===== src/rtl/core/bmp_24bit_stream_writer_core_defines.svh =====
// Assertion macros used by the stream writer back end.
`ifndef BMP_24BIT_STREAM_WRITER_CORE_DEFINES_SVH
`define BMP_24BIT_STREAM_WRITER_CORE_DEFINES_SVH

`ifndef SYNTH
`define BMPW_ASSERT_IMP(lbl, clk, rst, ante, cons, msg) \
   lbl: assert property (@(posedge clk) disable iff (rst) (ante) |-> (cons)) else $error(msg);
`define BMPW_ASSERT_NXT(lbl, clk, rst, ante, cons, msg) \
   lbl: assert property (@(posedge clk) disable iff (rst) (ante) |=> (cons)) else $error(msg);
`else
`define BMPW_ASSERT_IMP(lbl, clk, rst, ante, cons, msg)
`define BMPW_ASSERT_NXT(lbl, clk, rst, ante, cons, msg)
`endif

`endif


===== src/rtl/core/bmpw_pkg.sv =====
// Types and constants shared by the BMP stream writer modules.
`default_nettype none
package bmpw_pkg;

   localparam int DIM_W = 13;
   localparam int COLOR_W = 24;
   localparam int BYTE_W = 8;
   localparam int PAD_W = 2;
   localparam int ROW_BYTES_W = 15;
   localparam int IMG_W = 28;
   localparam int FILE_W = 29;
   localparam int STEP_W = 6;
   localparam int CSR_INDEX_W = 2;

   localparam logic [STEP_W-1:0] HDR_BYTES = 6'd54;
   localparam logic [STEP_W-1:0] STEP_BLUE = 6'd54;
   localparam logic [STEP_W-1:0] STEP_GREEN = 6'd55;
   localparam logic [STEP_W-1:0] STEP_RED = 6'd56;

   localparam logic [31:0] PIXEL_OFFSET = 32'd54;
   localparam logic [31:0] INFO_SIZE = 32'h28;
   localparam logic [31:0] PLANES = 32'h1;
   localparam logic [31:0] BIT_COUNT = 32'h18;

   localparam logic [ROW_BYTES_W-1:0] RESET_ROW_BYTES = 15'd4;
   localparam logic [IMG_W-1:0] RESET_IMG = 28'd4;
   localparam logic [FILE_W-1:0] RESET_FILE = 29'd58;

   typedef enum logic [CSR_INDEX_W-1:0] {
      CSR_IMAGE_WIDTH  = 2'd0,
      CSR_IMAGE_HEIGHT = 2'd1
   } csr_index_type;

   typedef struct packed {
      logic [COLOR_W-1:0] color;
      logic               header;
      logic [PAD_W-1:0]   pad;
      logic               frame_end;
   } cmd_type;

   typedef struct packed {
      logic [DIM_W-1:0]  width;
      logic [DIM_W-1:0]  height;
      logic [IMG_W-1:0]  img_size;
      logic [FILE_W-1:0] file_size;
   } geom_type;

   function automatic logic [BYTE_W-1:0] header_byte(input logic [STEP_W-1:0] idx,
                                                     input geom_type g);
      logic [31:0] v;
      logic [STEP_W-1:0] base;
      logic [1:0] off;
      logic [31:0] shifted;
      v = 32'd0;
      base = idx;
      if (idx == 6'd0) begin
         v = 32'h42;
      end else if (idx == 6'd1) begin
         v = 32'h4D;
      end else if (idx >= 6'd2 && idx <= 6'd5) begin
         v = 32'(g.file_size);
         base = 6'd2;
      end else if (idx >= 6'd10 && idx <= 6'd13) begin
         v = PIXEL_OFFSET;
         base = 6'd10;
      end else if (idx >= 6'd14 && idx <= 6'd17) begin
         v = INFO_SIZE;
         base = 6'd14;
      end else if (idx >= 6'd18 && idx <= 6'd21) begin
         v = 32'(g.width);
         base = 6'd18;
      end else if (idx >= 6'd22 && idx <= 6'd25) begin
         v = 32'(g.height);
         base = 6'd22;
      end else if (idx >= 6'd26 && idx <= 6'd27) begin
         v = PLANES;
         base = 6'd26;
      end else if (idx >= 6'd28 && idx <= 6'd29) begin
         v = BIT_COUNT;
         base = 6'd28;
      end else if (idx >= 6'd34 && idx <= 6'd37) begin
         v = 32'(g.img_size);
         base = 6'd34;
      end
      off = 2'(idx - base);
      shifted = v >> {off, 3'b000};
      return shifted[BYTE_W-1:0];
   endfunction

endpackage
`default_nettype wire


===== src/rtl/core/bmpw_front.sv =====
// Front end: configuration registers, frame position tracking, word classification and image sizes.
`default_nettype none
module bmpw_front import bmpw_pkg::*; #(
   parameter int MAX_DIMENSION = 4096
) (
   input  wire logic                   clock,
   input  wire logic                   reset,
   input  wire logic                   csr_valid,
   output logic                        csr_ready,
   input  wire logic [CSR_INDEX_W-1:0] csr_index,
   input  wire logic [DIM_W-1:0]       csr_wdata,
   input  wire logic                   push,
   input  wire logic                   full,
   input  wire logic [COLOR_W-1:0]     pixel_color,
   output cmd_type                     cmd,
   output geom_type                    geom
);

   logic [DIM_W-1:0] width_ff, width_in;
   logic [DIM_W-1:0] height_ff, height_in;
   logic [DIM_W-1:0] col_ff, col_in;
   logic [DIM_W-1:0] row_ff, row_in;
   logic header_sent_ff, header_sent_in;
   logic [ROW_BYTES_W-1:0] row_bytes_ff, row_bytes_in;
   logic [IMG_W-1:0] img_ff, img_in;
   logic [FILE_W-1:0] file_ff, file_in;
   logic [DIM_W-1:0] w_eff, h_eff;
   logic [ROW_BYTES_W-1:0] w3;
   logic row_end, frame_end, accept;

   function automatic logic [DIM_W-1:0] clamp_dim(input logic [DIM_W-1:0] v);
      logic [DIM_W-1:0] r;
      r = v;
      if (v == '0) begin
         r = DIM_W'(1);
      end else if (32'(v) > 32'(MAX_DIMENSION)) begin
         r = DIM_W'(MAX_DIMENSION);
      end
      return r;
   endfunction

   assign csr_ready = 1'b1;
   assign accept = push && !full;
   assign w_eff = clamp_dim(width_ff);
   assign h_eff = clamp_dim(height_ff);
   assign w3 = ROW_BYTES_W'(w_eff) * ROW_BYTES_W'(3) + ROW_BYTES_W'(3);
   assign row_end = ({1'b0, col_ff} + (DIM_W+1)'(1)) >= {1'b0, w_eff};
   assign frame_end = row_end && (({1'b0, row_ff} + (DIM_W+1)'(1)) >= {1'b0, h_eff});

   always_comb begin
      width_in = width_ff;
      height_in = height_ff;
      if (csr_valid && csr_ready) begin
         case (csr_index_type'(csr_index))
            CSR_IMAGE_WIDTH:  width_in = csr_wdata;
            CSR_IMAGE_HEIGHT: height_in = csr_wdata;
            default: ;
         endcase
      end
      col_in = col_ff;
      row_in = row_ff;
      header_sent_in = header_sent_ff;
      if (accept) begin
         header_sent_in = !frame_end;
         if (row_end) begin
            col_in = '0;
            row_in = frame_end ? '0 : row_ff + DIM_W'(1);
         end else begin
            col_in = col_ff + DIM_W'(1);
         end
      end
      row_bytes_in = {w3[ROW_BYTES_W-1:2], 2'b00};
      img_in = IMG_W'(row_bytes_ff) * IMG_W'(h_eff);
      file_in = FILE_W'(img_ff) + FILE_W'(PIXEL_OFFSET);
   end

   always_ff @(posedge clock) begin
      if (reset) begin
         width_ff <= DIM_W'(1);
         height_ff <= DIM_W'(1);
         col_ff <= '0;
         row_ff <= '0;
         header_sent_ff <= 1'b0;
         row_bytes_ff <= RESET_ROW_BYTES;
         img_ff <= RESET_IMG;
         file_ff <= RESET_FILE;
      end else begin
         width_ff <= width_in;
         height_ff <= height_in;
         col_ff <= col_in;
         row_ff <= row_in;
         header_sent_ff <= header_sent_in;
         row_bytes_ff <= row_bytes_in;
         img_ff <= img_in;
         file_ff <= file_in;
      end
   end

   always_comb begin
      cmd.color = pixel_color;
      cmd.header = !header_sent_ff;
      cmd.pad = row_end ? w_eff[PAD_W-1:0] : '0;
      cmd.frame_end = frame_end;
      geom.width = w_eff;
      geom.height = h_eff;
      geom.img_size = img_ff;
      geom.file_size = file_ff;
   end

endmodule
`default_nettype wire


===== src/rtl/core/bmpw_queue.sv =====
// Short command queue between the front end and the byte sequencer.
`default_nettype none
module bmpw_queue import bmpw_pkg::*; #(
   parameter int DEPTH = 4
) (
   input  wire logic    clock,
   input  wire logic    reset,
   input  wire logic    push,
   input  wire cmd_type push_cmd,
   output logic         full,
   input  wire logic    pop,
   output logic         empty,
   output cmd_type      head_cmd
);

   localparam int PTR_W = (DEPTH > 1) ? $clog2(DEPTH) : 1;
   localparam int CNT_W = $clog2(DEPTH + 1);

   cmd_type mem_ff [DEPTH];
   logic [PTR_W-1:0] wr_ptr_ff, wr_ptr_in;
   logic [PTR_W-1:0] rd_ptr_ff, rd_ptr_in;
   logic [CNT_W-1:0] count_ff, count_in;
   logic do_push, do_pop;

   assign full = count_ff == CNT_W'(DEPTH);
   assign empty = count_ff == '0;
   assign do_push = push && !full;
   assign do_pop = pop && !empty;
   assign head_cmd = mem_ff[rd_ptr_ff];

   always_comb begin
      wr_ptr_in = wr_ptr_ff;
      rd_ptr_in = rd_ptr_ff;
      count_in = count_ff;
      if (do_push) begin
         wr_ptr_in = (wr_ptr_ff == PTR_W'(DEPTH - 1)) ? '0 : wr_ptr_ff + PTR_W'(1);
      end
      if (do_pop) begin
         rd_ptr_in = (rd_ptr_ff == PTR_W'(DEPTH - 1)) ? '0 : rd_ptr_ff + PTR_W'(1);
      end
      if (do_push && !do_pop) begin
         count_in = count_ff + CNT_W'(1);
      end else if (do_pop && !do_push) begin
         count_in = count_ff - CNT_W'(1);
      end
   end

   always_ff @(posedge clock) begin
      if (reset) begin
         wr_ptr_ff <= '0;
         rd_ptr_ff <= '0;
         count_ff <= '0;
      end else begin
         wr_ptr_ff <= wr_ptr_in;
         rd_ptr_ff <= rd_ptr_in;
         count_ff <= count_in;
      end
      if (do_push) begin
         mem_ff[wr_ptr_ff] <= push_cmd;
      end
   end

endmodule
`default_nettype wire


===== src/rtl/core/bmpw_back.sv =====
// Back end: byte sequencer for header, pixel and padding words with an output register.
`default_nettype none
`include "bmp_24bit_stream_writer_core_defines.svh"
module bmpw_back import bmpw_pkg::*; (
   input  wire logic              clock,
   input  wire logic              reset,
   input  wire logic              cmd_empty,
   input  wire cmd_type           cmd,
   output logic                   cmd_pop,
   input  wire geom_type          geom,
   output logic                   rsp_empty,
   input  wire logic              rsp_pop,
   output logic [BYTE_W-1:0]      rsp_byte_value,
   output logic                   rsp_last_of_run,
   output logic                   rsp_end_of_image
);

   logic started_ff, started_in;
   logic [STEP_W-1:0] step_ff, step_in;
   logic out_valid_ff, out_valid_in;
   logic [BYTE_W-1:0] byte_ff, byte_in;
   logic last_ff, last_in;
   logic eoi_ff, eoi_in;
   logic [STEP_W-1:0] cur_step;
   logic [STEP_W-1:0] final_step;
   logic advance, is_last;

   assign cur_step = started_ff ? step_ff : (cmd.header ? '0 : STEP_BLUE);
   assign final_step = STEP_RED + STEP_W'(cmd.pad);
   assign is_last = cur_step == final_step;
   assign advance = !cmd_empty && (!out_valid_ff || rsp_pop);
   assign cmd_pop = advance && is_last;

   always_comb begin
      started_in = started_ff;
      step_in = step_ff;
      out_valid_in = out_valid_ff && !rsp_pop;
      byte_in = byte_ff;
      last_in = last_ff;
      eoi_in = eoi_ff;
      if (advance) begin
         out_valid_in = 1'b1;
         last_in = is_last;
         eoi_in = is_last && cmd.frame_end;
         started_in = !is_last;
         step_in = cur_step + STEP_W'(1);
         if (cur_step < HDR_BYTES) begin
            byte_in = header_byte(cur_step, geom);
         end else if (cur_step == STEP_BLUE) begin
            byte_in = cmd.color[7:0];
         end else if (cur_step == STEP_GREEN) begin
            byte_in = cmd.color[15:8];
         end else if (cur_step == STEP_RED) begin
            byte_in = cmd.color[23:16];
         end else begin
            byte_in = '0;
         end
      end
   end

   always_ff @(posedge clock) begin
      if (reset) begin
         started_ff <= 1'b0;
         step_ff <= '0;
         out_valid_ff <= 1'b0;
      end else begin
         started_ff <= started_in;
         step_ff <= step_in;
         out_valid_ff <= out_valid_in;
      end
      byte_ff <= byte_in;
      last_ff <= last_in;
      eoi_ff <= eoi_in;
   end

   assign rsp_empty = !out_valid_ff;
   assign rsp_byte_value = byte_ff;
   assign rsp_last_of_run = last_ff;
   assign rsp_end_of_image = eoi_ff;

   `BMPW_ASSERT_IMP(a_eoi_is_last, clock, reset, out_valid_ff && eoi_ff, last_ff, "end of image without last of run")
   `BMPW_ASSERT_IMP(a_step_range, clock, reset, started_ff, step_ff <= STEP_RED + STEP_W'(3), "sequencer step out of range")
   `BMPW_ASSERT_IMP(a_header_only_first, clock, reset, started_ff && !cmd_empty && step_ff < HDR_BYTES, cmd.header, "header step on a word without header")
   `BMPW_ASSERT_NXT(a_pop_restarts, clock, reset, cmd_pop, !started_ff, "sequencer still busy after word completion")

endmodule
`default_nettype wire


===== src/rtl/core/bmp_24bit_stream_writer_core.sv =====
// Top level of the uncompressed 24-bit BMP stream writer.
// A pixel's first byte goes through the command queue, then the output register, to the result ports.
// Bytes: three per pixel, one per cycle while commands wait and the output register is free or popped.
// A row's last pixel adds up to three padding bytes; a frame's first pixel adds 54 header bytes.
// The command queue holds QUEUE_DEPTH pixels (four by default), so the input keeps accepting while results wait.
// Synchronous active-high reset sets width and height to 1 and restarts at a new frame header.
`default_nettype none
module bmp_24bit_stream_writer_core import bmpw_pkg::*; #(
   parameter int MAX_DIMENSION = 4096,
   parameter int QUEUE_DEPTH = 4
) (
   input  wire logic                   clock,
   input  wire logic                   reset,
   input  wire logic                   csr_valid,
   output logic                        csr_ready,
   input  wire logic [CSR_INDEX_W-1:0] csr_index,
   input  wire logic [DIM_W-1:0]       csr_wdata,
   input  wire logic                   push,
   output logic                        full,
   input  wire logic [COLOR_W-1:0]     req_pixel_color,
   output logic                        empty,
   input  wire logic                   pop,
   output logic [BYTE_W-1:0]           rsp_byte_value,
   output logic                        rsp_last_of_run,
   output logic                        rsp_end_of_image
);

   cmd_type  front_cmd;
   cmd_type  head_cmd;
   geom_type geom;
   logic     q_empty;
   logic     q_pop;

   bmpw_front #(
      .MAX_DIMENSION(MAX_DIMENSION)
   ) u_front (
      .clock      (clock),
      .reset      (reset),
      .csr_valid  (csr_valid),
      .csr_ready  (csr_ready),
      .csr_index  (csr_index),
      .csr_wdata  (csr_wdata),
      .push       (push),
      .full       (full),
      .pixel_color(req_pixel_color),
      .cmd        (front_cmd),
      .geom       (geom)
   );

   bmpw_queue #(
      .DEPTH(QUEUE_DEPTH)
   ) u_queue (
      .clock   (clock),
      .reset   (reset),
      .push    (push),
      .push_cmd(front_cmd),
      .full    (full),
      .pop     (q_pop),
      .empty   (q_empty),
      .head_cmd(head_cmd)
   );

   bmpw_back u_back (
      .clock           (clock),
      .reset           (reset),
      .cmd_empty       (q_empty),
      .cmd             (head_cmd),
      .cmd_pop         (q_pop),
      .geom            (geom),
      .rsp_empty       (empty),
      .rsp_pop         (pop),
      .rsp_byte_value  (rsp_byte_value),
      .rsp_last_of_run (rsp_last_of_run),
      .rsp_end_of_image(rsp_end_of_image)
   );

endmodule
`default_nettype wire

===== config.mk =====
export PLATFORM = sky130hd
export DESIGN_NAME = bmp_24bit_stream_writer_core
export DESIGN_NICKNAME = d
export VERILOG_FILES = /design/src/rtl/core/bmpw_pkg.sv /design/src/rtl/core/bmpw_front.sv /design/src/rtl/core/bmpw_queue.sv /design/src/rtl/core/bmpw_back.sv /design/src/rtl/core/bmp_24bit_stream_writer_core.sv
export VERILOG_INCLUDE_DIRS = /design/src /design/src/rtl/core
export SDC_FILE = /design/constraint.sdc
export NUM_CORES = 1
export LEC_CHECK = 0
export BUFFER_PORTS_ARGS = -buffer_cell sky130_fd_sc_hd__clkbuf_2
export CAP_MARGIN = 40
export CELL_PAD_IN_SITES_DETAIL_PLACEMENT = 0
export CELL_PAD_IN_SITES_GLOBAL_PLACEMENT = 1
export CORE_ASPECT_RATIO = 1.5
export CORE_UTILIZATION = 40
export CTS_CLUSTER_DIAMETER = 40
export DETAILED_ROUTE_END_ITERATION = 12
export GPL_TIMING_DRIVEN = 0
export PLACE_DENSITY_LB_ADDON = 0.2
export REMOVE_ABC_BUFFERS = 1
export SYNTH_ARGS = -nofsm -noshare
export SYNTH_HDL_FRONTEND = slang
export SYNTH_HIERARCHICAL = 1
export SYNTH_SLANG_ARGS = --single-unit

===== constraint.sdc =====
create_clock -name clock -period 5.6 [get_ports clock]
set_clock_uncertainty 0.15 [all_clocks]
set_input_delay 0.28 -clock clock [delete_from_list [all_inputs] [get_ports clock]]
set_output_delay 0.28 -clock clock [all_outputs]
set_load 0.05 [all_outputs]

* Yosys cells after proc, flatten, opt, wreduce, memory -nomap -nowiden
Memories as Yosys holds them, arrays and structs flattened. A register that Yosys moved wholly into a read port is not among the register bits.
Cells that the tools add are included.
** Cells by class
- Equal/unequal tests :: 9
- Multipliers :: 2
- Add/subtract/negate cells :: 13
- Reduce and logical (&&, ||, !) cells :: 36
- Magnitude comparators :: 21
- Shifts and indexed selects :: 1
- Multiplexer cells :: 46
** Operators by type and width (count)
- $mux W32 :: 11
- $mux W13 :: 6
- $mux W2 :: 17
- $mux W8 :: 4
- $shr A32 B5 Y8 :: 1
- $le A6 B5 Y1 const B :: 5
- $add A28 B6 Y29 const B :: 1
- $add A13 B1 Y14 const B :: 2
- $ge A14 B13 Y1 :: 2
- $mul A15 B13 Y28 :: 1
- $mux W28 :: 1
- $add A13 B1 Y13 const B :: 2
- $gt A13 B13 Y1 const B :: 2
- $logic_not A13 Y1 :: 2
- $ge A6 B5 Y1 const B :: 4
- $eq A6 B6 Y1 const B :: 3
- $logic_and A1 B1 Y1 :: 17
- $add A15 B2 Y15 const B :: 1
- $mul A13 B2 Y15 const B :: 1
- $ge A6 B4 Y1 const B :: 2
- $mux W6 :: 2
- $logic_not A1 Y1 :: 9
- $add A6 B1 Y6 const B :: 1
- $eq A6 B1 Y1 const B :: 1
- 23 further kinds :: 30
** Storage, ports and cells
- Flip-flop bits (word level) :: 150
- Bits of input ports :: 44
- Output and inout port bits :: 13
- Bits in writable memories :: 112
- Logic and storage cells :: 147
- Memories kept :: 1
** Memories
- u_queue.mem_ff :: words 4, width 28, rd ports 1, clocked after Yosys merged registers in 1, write ports 1, line bmpw_queue.sv:19 : cmd_type mem_ff [DEPTH];

* Logic depth before layout (Yosys ltp)
Gate-level depths: netlist of the first run.
- Depth after elaboration :: 19
- Gate-level depth with buffers :: 23
- Mapped depth without buffers :: 20

* Hierarchy
The synthesis of the first run kept the hierarchy.
** By module, submodules not included
- bmpw_front :: area each 11842.6 um2, cells an instance 1414, instances 1, seq. area each 2382.3 um2
- bmpw_queue :: area each 4541.9 um2, cells an instance 196, instances 1, seq. area each 3543.4 um2
- bmpw_back :: area each 1961.9 um2, cells an instance 247, instances 1, seq. area each 460.4 um2

* Worst setup path before layout of the first run
Ideal clock, no wire load.
- Path type :: flip-flop to flip-flop
- From :: reg u_front.height_ff[12]
- To :: reg u_front.img_ff[22]
- Buffers on the path :: 3
- Library setup time :: 0.123 ns
- Clock period less this slack :: 5.822 ns
- Required time :: 5.327 ns
- Arrival :: 5.549 ns
- Cell stages (with the launch flop) :: 22
- Slack :: -0.222 ns
- Path through :: dfxtp_1 > clkbuf_1 > nor2b_1 > clkbuf_1 > nand2_1 > fa_1 > fa_1 > inv_1 > fa_1 > fa_1 > inv_1 > fa_1 > inv_1 > ha_1 > clkbuf_1 > a21o_1 > a31oi_1 > o211ai_1 > a21oi_1 > o21ai_1 > a21oi_1 > mux2_1
** RTL lines
- start, declared :: line bmpw_front.sv:20 : logic [DIM_W-1:0] height_ff, height_in;
- start signal, assigned :: line bmpw_front.sv:89 : height_ff <= height_in;
- end signal, assigned :: line bmpw_front.sv:94 : img_ff <= img_in;
- end, declared :: line bmpw_front.sv:25 : logic [IMG_W-1:0] img_ff, img_in;

==> results.txt, run 1 <==
Outcome - finished with violations
Failing checks - setup timing
Tcrit/Tclk final - 1.00
CTS clk-pin slew, worst paths - 0.06 ns
Dpl cells - 2400
Root Buffer - clkbuf_16
Final Critical Period - 5.61 ns
Min-Delay Path Depth - 4
Combinational Power Share - 0.193
Final core occ - 0.477
Ys async rst share - 0
Initial antenna violation count - 0
Psw - 1.68 mW
Worst r2r dst - u_front/img_ff[24]$_SDFF_PP0_
Yosys cell types - 94
Post-Synthesis Cells - 1857
Most frequent cells in the layout - 212 x inv_1, 210 x nand2_1, 127 x dfxtp_1
Relative slew margins - 0.371
Number of hold violations in the final report - 0
Final WS setup - -0.0142 ns
Reg2reg setup slack - -0.01 ns
Max VDD drop - 312 uV
Number of buffers added on ports - 55
Row Count - 95
Crit Path Class - flop to flop
Layout cells sized above 1 - 0.171
Gr usage total - 0.216
Num ports - 57
Routed WL per cell - 19.4 um
Syn_area_per_cell - 9.88 um2
Synth Flop Type - dfxtp_1
Routability Congestion - 0.823
P&R area growth vs syn - 17.1%
DRT antenna net count - 0
Commonest non-fill, non-tap cell in the layout - inv_1
Max frequency - 0.178 GHz
Die Wd - 177 um
Longest Clk Path Bufs - 3
Area occupied by multi-input gates - 11000 um2
Vias post-DR - 13600
Switch share - 0.315
Ant. Diodes - 0
First-pass GRT wire length - 78.1 mm
Routed Wire Length - 49.5 mm
Pwr dens - 248 nW/um2
Max_cap viols - 0
P_leak - 9.01 nW
Worst-skew pair later-pin latency - 0.58 ns
#FFs+latches synth - 258
Drt initial violations - 614
NumNets Final - 2233
1st-pass router iterations - 5
DR vias/cell - 5.35
Worst Path Max Fanout - 5
Num CTS Buffers - 31
Tot Pwr - 5.33 mW
CP Data Required Time - 5.92 ns
Final HPWL DP - 34.9 mm
RSZ-0062 raised after global routing - true
Clock power frac - 0.379
Hold endpoint - u_front/width_ff[12]$_SDFFE_PP0P_
H-tree Lvls - 1
TNS Setup - -0.0277 ns
CP Capture Type - flop
DIE AREA - 46700 um2
Slew at the pin with the worst max-slew slack - 0.943 ns
Post-Syn Area - 18300 um2
Final std cells w/o fill - 2546
Seq pwr share - 0.427
Crit path DAT - 5.94 ns
Max-slew violation count - 0
Internal - 3.65 mW
Hold wc startpoint - csr_valid
Final setup viols - 3
Pin count of the biggest net entering global routing - 122
Core ar. - 45000 um2
Initial Util - 0.407
Element type at the critical path start - flop
# fillers - 4229
CTS tree - done
R2R cell count - 23
Number of global-route vias before repair - 14300
Number of synthesized flops with an enable pin - 122
Die Ht - 264 um
Reg-to-Reg Start - u_front/height_ff[12]$_SDFFE_PP0P_
Sequential area share after synthesis - 0.348
# clock sinks - 258
Hold Crit Class - input pin to flop
DRC viols - 0
Synth warnings - 6
Dpl ws - -1.25 ns
GR Overflow Total - 0
Reg area - 6400 um2
==> sequential cells by signal (all words and copies together), names as in the netlist, 6 cells and up, named ones only <==
| name | flops |
|---|---|
| u_queue/mem_ff | 112 |
| u_front/row_ff | 13 |
| u_back/step_ff | 6 |
| u_front/width_ff | 13 |
| u_front/img_ff | 26 |
| u_front/row_bytes_ff | 13 |
| u_front/col_ff | 13 |
| u_front/file_ff | 27 |
| u_back/rsp_byte_value | 8 |
| u_front/height_ff | 13 |
==> routing by layer <==
metal | global-route usage | vias to the layer above | share of wire
met4 | 0.0918 | 0 | 0.042
met3 | 0.0203 | 89 | 0.029
met5 | 0 | - | 0
li1 | - | 6475 | -
met2 | 0.408 | 261 | 0.54
met1 | 0.243 | 6786 | 0.39
==> logic make-up after synthesis <==
| group | after synthesis | share of synthesized area |
|---|---|---|
| and+or+nand+nor | 592 | 0.164 |
| buffers and inverters | 346 | 0.0827 |
| AOI/OAI and AO/OA | 297 | 0.108 |
| DFF | 258 | 0.348 |
| adders and majority gates | 250 | 0.220 |
| xor gates and xnor gates | 73 | 0.0357 |
| muxes | 39 | 0.0408 |
| other | 2 | 0.000409 |
==> synth_stat cells (18+ instances only) <==
master,instances,share of area
nand2_1,214,0.044
nor3_1,18,0.0049
edfxtp_1,122,0.20
dfxtp_1,136,0.15
nor2b_1,26,0.0089
mux4_2,28,0.034
nand3_1,40,0.011
clkbuf_1,59,0.012
a21o_1,18,0.0074
and2_1,89,0.030
ha_1,128,0.087
xnor2_1,26,0.012
a21oi_1,92,0.025
o21ai_1,18,0.0049
inv_1,225,0.046
nor2_1,92,0.019
fa_1,122,0.13
xor2_1,45,0.021
buf_4,38,0.016
a22oi_1,18,0.0074
o21ai_0,37,0.010
==> critical path, stage by stage (launching register included) <==
cell      delay [ns]
dfxtp_4         0.41
buf_12          0.12
buf_12          0.10
nor2b_4         0.05
buf_12          0.13
and2_4          0.15
fa_1            0.49
inv_2           0.04
fa_1            0.55
inv_2           0.04
fa_1            0.50
fa_1            0.53
inv_2           0.05
fa_1            0.55
inv_2           0.06
ha_4            0.25
a21o_1          0.20
a31oi_2         0.17
o211ai_1        0.13
a21oi_2         0.14
buf_6           0.14
o21ai_4         0.07
a21oi_2         0.17
mux2_4          0.33
==> power by group through the flow <==
stage	clock network, mW	logic [mW]	registers, mW
after detailed placement	0	0.973	2.32
after CTS	2.08	1.03	2.28
after global placement	0	0.943	2.32
final	2.02	1.03	2.28
after floorplan	0	0.559	2.37
after global routing	2.15	1.13	2.30
==> per-stage QoR <==
step | hold WS [ns] | instance area (um2)
after detailed placement | 0.311 | 19000
after CTS | 0.0463 | 21300
after global placement | 0.305 | 18700
final | 0.0963 | 21500
after floorplan | 0.197 | 17700
after global routing | 0.116 | 21500
==> layout make-up <==
type / count / share of cell area
sequential: 258 / 0.298
timing repair buffer: 161 / 0.0665
multi-input combinational: 1259 / 0.512
clock inverter: 23 / 0.0117
tap: 582 / 0.0339
inverter: 228 / 0.0408
clock buffer: 35 / 0.0368
==> timing repair <==
action,in CTS,in global routing
hold endpoints to repair,125,0
hold buffers,42,0
pin swaps,51,52
cloned,2,3
resized for setup,89,43
setup endpoints to repair,16,11
setup buffers,47,3
==> worst max-delay path by stage <==
stage | endpoint | from
floorplan | u_front/img_ff[22]$_SDFF_PP0_ | u_front/height_ff[12]$_SDFFE_PP0P_
global placement | u_front/img_ff[22]$_SDFF_PP0_ | u_front/height_ff[12]$_SDFFE_PP0P_
detailed placement | u_front/img_ff[22]$_SDFF_PP0_ | u_front/height_ff[12]$_SDFFE_PP0P_
CTS | u_front/img_ff[25]$_SDFF_PP0_ | u_front/height_ff[12]$_SDFFE_PP0P_
global route | u_front/img_ff[24]$_SDFF_PP0_ | u_front/height_ff[12]$_SDFFE_PP0P_
finish | u_front/img_ff[24]$_SDFF_PP0_ | u_front/height_ff[12]$_SDFFE_PP0P_
Note: power is estimated with default switching activity, not from simulation.
==> inputs of run 2 (changes only) <==
clock period = 6.5 ns   (was 5.6 ns; I/O delays follow)
==> results.txt, run 2 (synthesized netlist as in run 1, its figures left out) <==
Largest register FFs - 112
CTS clk-pin slew, worst paths - 0.06 ns
Routability Congestion - 0.823
Dpl ws - -0.354 ns
Outcome - finished clean
Element type at the critical path start - flop
GR Util met1 - 0.239
Core ar. - 45000 um2
Max-slew violation count - 0
Max frequency - 0.160 GHz
Met3 usage - 0.0186
Num ports - 57
NumNets Final - 2188
Row Count - 95
Reg area - 6390 um2
DIE AREA - 46700 um2
CP Cell Sequence - buf_12 -> nor2b_2 -> buf_4 -> and2_1 -> fa_1 -> inv_1 -> fa_1 -> inv_1 -> fa_1 -> inv_1 -> fa_1 -> fa_1 -> inv_1 -> ha_1 -> a211oi_1 -> nor2_1 -> o21bai_1 -> a21oi_2 -> o21ai_1 -> a21oi_1 -> mux2_1
Final Critical Period - 6.24 ns
Area occupied by multi-input gates - 10600 um2
Routed WL per cell - 19.0 um
Tcrit/Tclk final - 0.960
Number of hold violations in the final report - 0
Gr usage total - 0.211
Min-Delay Path Depth - 4
Relative slew margins - 0.371
P&R area growth vs syn - 12.2%
Top reg by flops - u_queue/mem_ff
Num CTS Buffers - 31
Cell Area, Placed - 19000 um2
Top Registers - u_queue/mem_ff (112), u_front/file_ff (27), u_front/img_ff (26)
Initial Util - 0.407
CP Capture Type - flop
Die Wd - 177 um
Crit path max-delay cell type - fa_1
DR vias/cell - 5.34
Commonest non-fill, non-tap cell in the layout - inv_1
Final WS setup - 0.260 ns
Layout cells sized above 1 - 0.114
Worst Path Max Fanout - 20
CTS tree - done
RSZ-0062 raised after global routing - false
Crit Path Class - flop to flop
# clock sinks - 258
GR Overflow Total - 0
Longest Clk Path Bufs - 3
Drt initial violations - 553
Final core occ - 0.457
Number of buffers added on ports - 55
Root Buffer - clkbuf_16
First-pass GRT wire length - 76.5 mm
Die Ht - 264 um
Pin count of the biggest net entering global routing - 122
Ant. Diodes - 0
P_leak - 8.74 nW
Hold Crit Class - input pin to flop
Number of global-route vias before repair - 14000
DRC viols - 0
Final setup viols - 0
TNS Setup - 0 ns
Most frequent cells in the layout - 225 x inv_1, 214 x nand2_1, 133 x dfxtp_1
H-tree Lvls - 1
Busiest grt layer - met2
Min Hold Slack - 0.0630 ns
Crit path DAT - 6.53 ns
Max VDD drop - 269 uV
Slew at the pin with the worst max-slew slack - 0.943 ns
CP max stage delay - 0.55 ns
1st-pass router iterations - 4
Final HPWL DP - 34.9 mm
Pwr dens - 221 nW/um2
DRT antenna net count - 0
Max_cap viols - 0
Worst-skew pair later-pin latency - 0.58 ns
Most used cell, CP - fa_1
Routed Wire Length - 47.4 mm
R2R cell count - 21
Initial antenna violation count - 0
Fin area - 20600 um2
Vias post-DR - 13400
CP Data Required Time - 6.79 ns
Met2 Usage GRT - 0.400
# fillers - 4300
## run 2: worst max-delay path, delay by kind of cell, from the launching register on
kind	cells	cell delay [ns]
flops	1	0.44
simple gates	3	0.38
buf+inv	6	0.62
compound gates	5	1.14
fa+ha+maj	6	2.94
mux	1	0.41
## run 2: timing repair
action,4_1_cts,5_1_grt
endpoints found under the hold margin,125,0
buffers inserted,0,1
hold buffers,42,0
resized for setup,5,14
setup endpoints to repair,8,9
pin swaps,0,0
## run 2: final timing paths
check | slack (ns) | to | start
worst min register to register | 0.32 | u_front/height_ff[10]$_SDFFE_PP0P_ | u_front/height_ff[10]$_SDFFE_PP0P_
worst max-delay path | 0.26 | u_front/img_ff[22]$_SDFF_PP0_ | u_front/height_ff[12]$_SDFFE_PP0P_
worst min-delay path | 0.06 | u_front/width_ff[4]$_SDFFE_PP0P_ | csr_index[0]
worst max register to register | 0.26 | u_front/img_ff[22]$_SDFF_PP0_ | u_front/height_ff[12]$_SDFFE_PP0P_
## run 2: power breakdown
part | leakage (nW) | internal [mW] | switching, mW
sequential | 2.23 | 1.85 | 0.116
clock | 0.497 | 0.987 | 0.754
combinational | 6.01 | 0.290 | 0.564
## run 2: per-stage QoR
step | std cells | total power, mW
2_1_floorplan | 1742 | 2.53
3_3_place_gp | 2379 | 2.81
3_5_place_dp | 2400 | 2.83
4_1_cts | 2500 | 4.62
5_1_grt | 2501 | 4.76
6_report | 2501 | 4.56
## run 2: final cells by class
| type | count | area share |
|---|---|---|
| multi-input combinational | 1256 | 0.513 |
| timing repair buffer | 119 | 0.0480 |
| clock buffer | 35 | 0.0384 |
| tap | 582 | 0.0354 |
| clock inverter | 23 | 0.0122 |
| inverter | 228 | 0.0425 |
| sequential | 258 | 0.311 |
## run 2: layer usage
layer	vias up	routed length, um
li1	6381	-
met1	6678	18700
met2	220	25700
met3	82	1230
met4	0	1740
met5	-	0
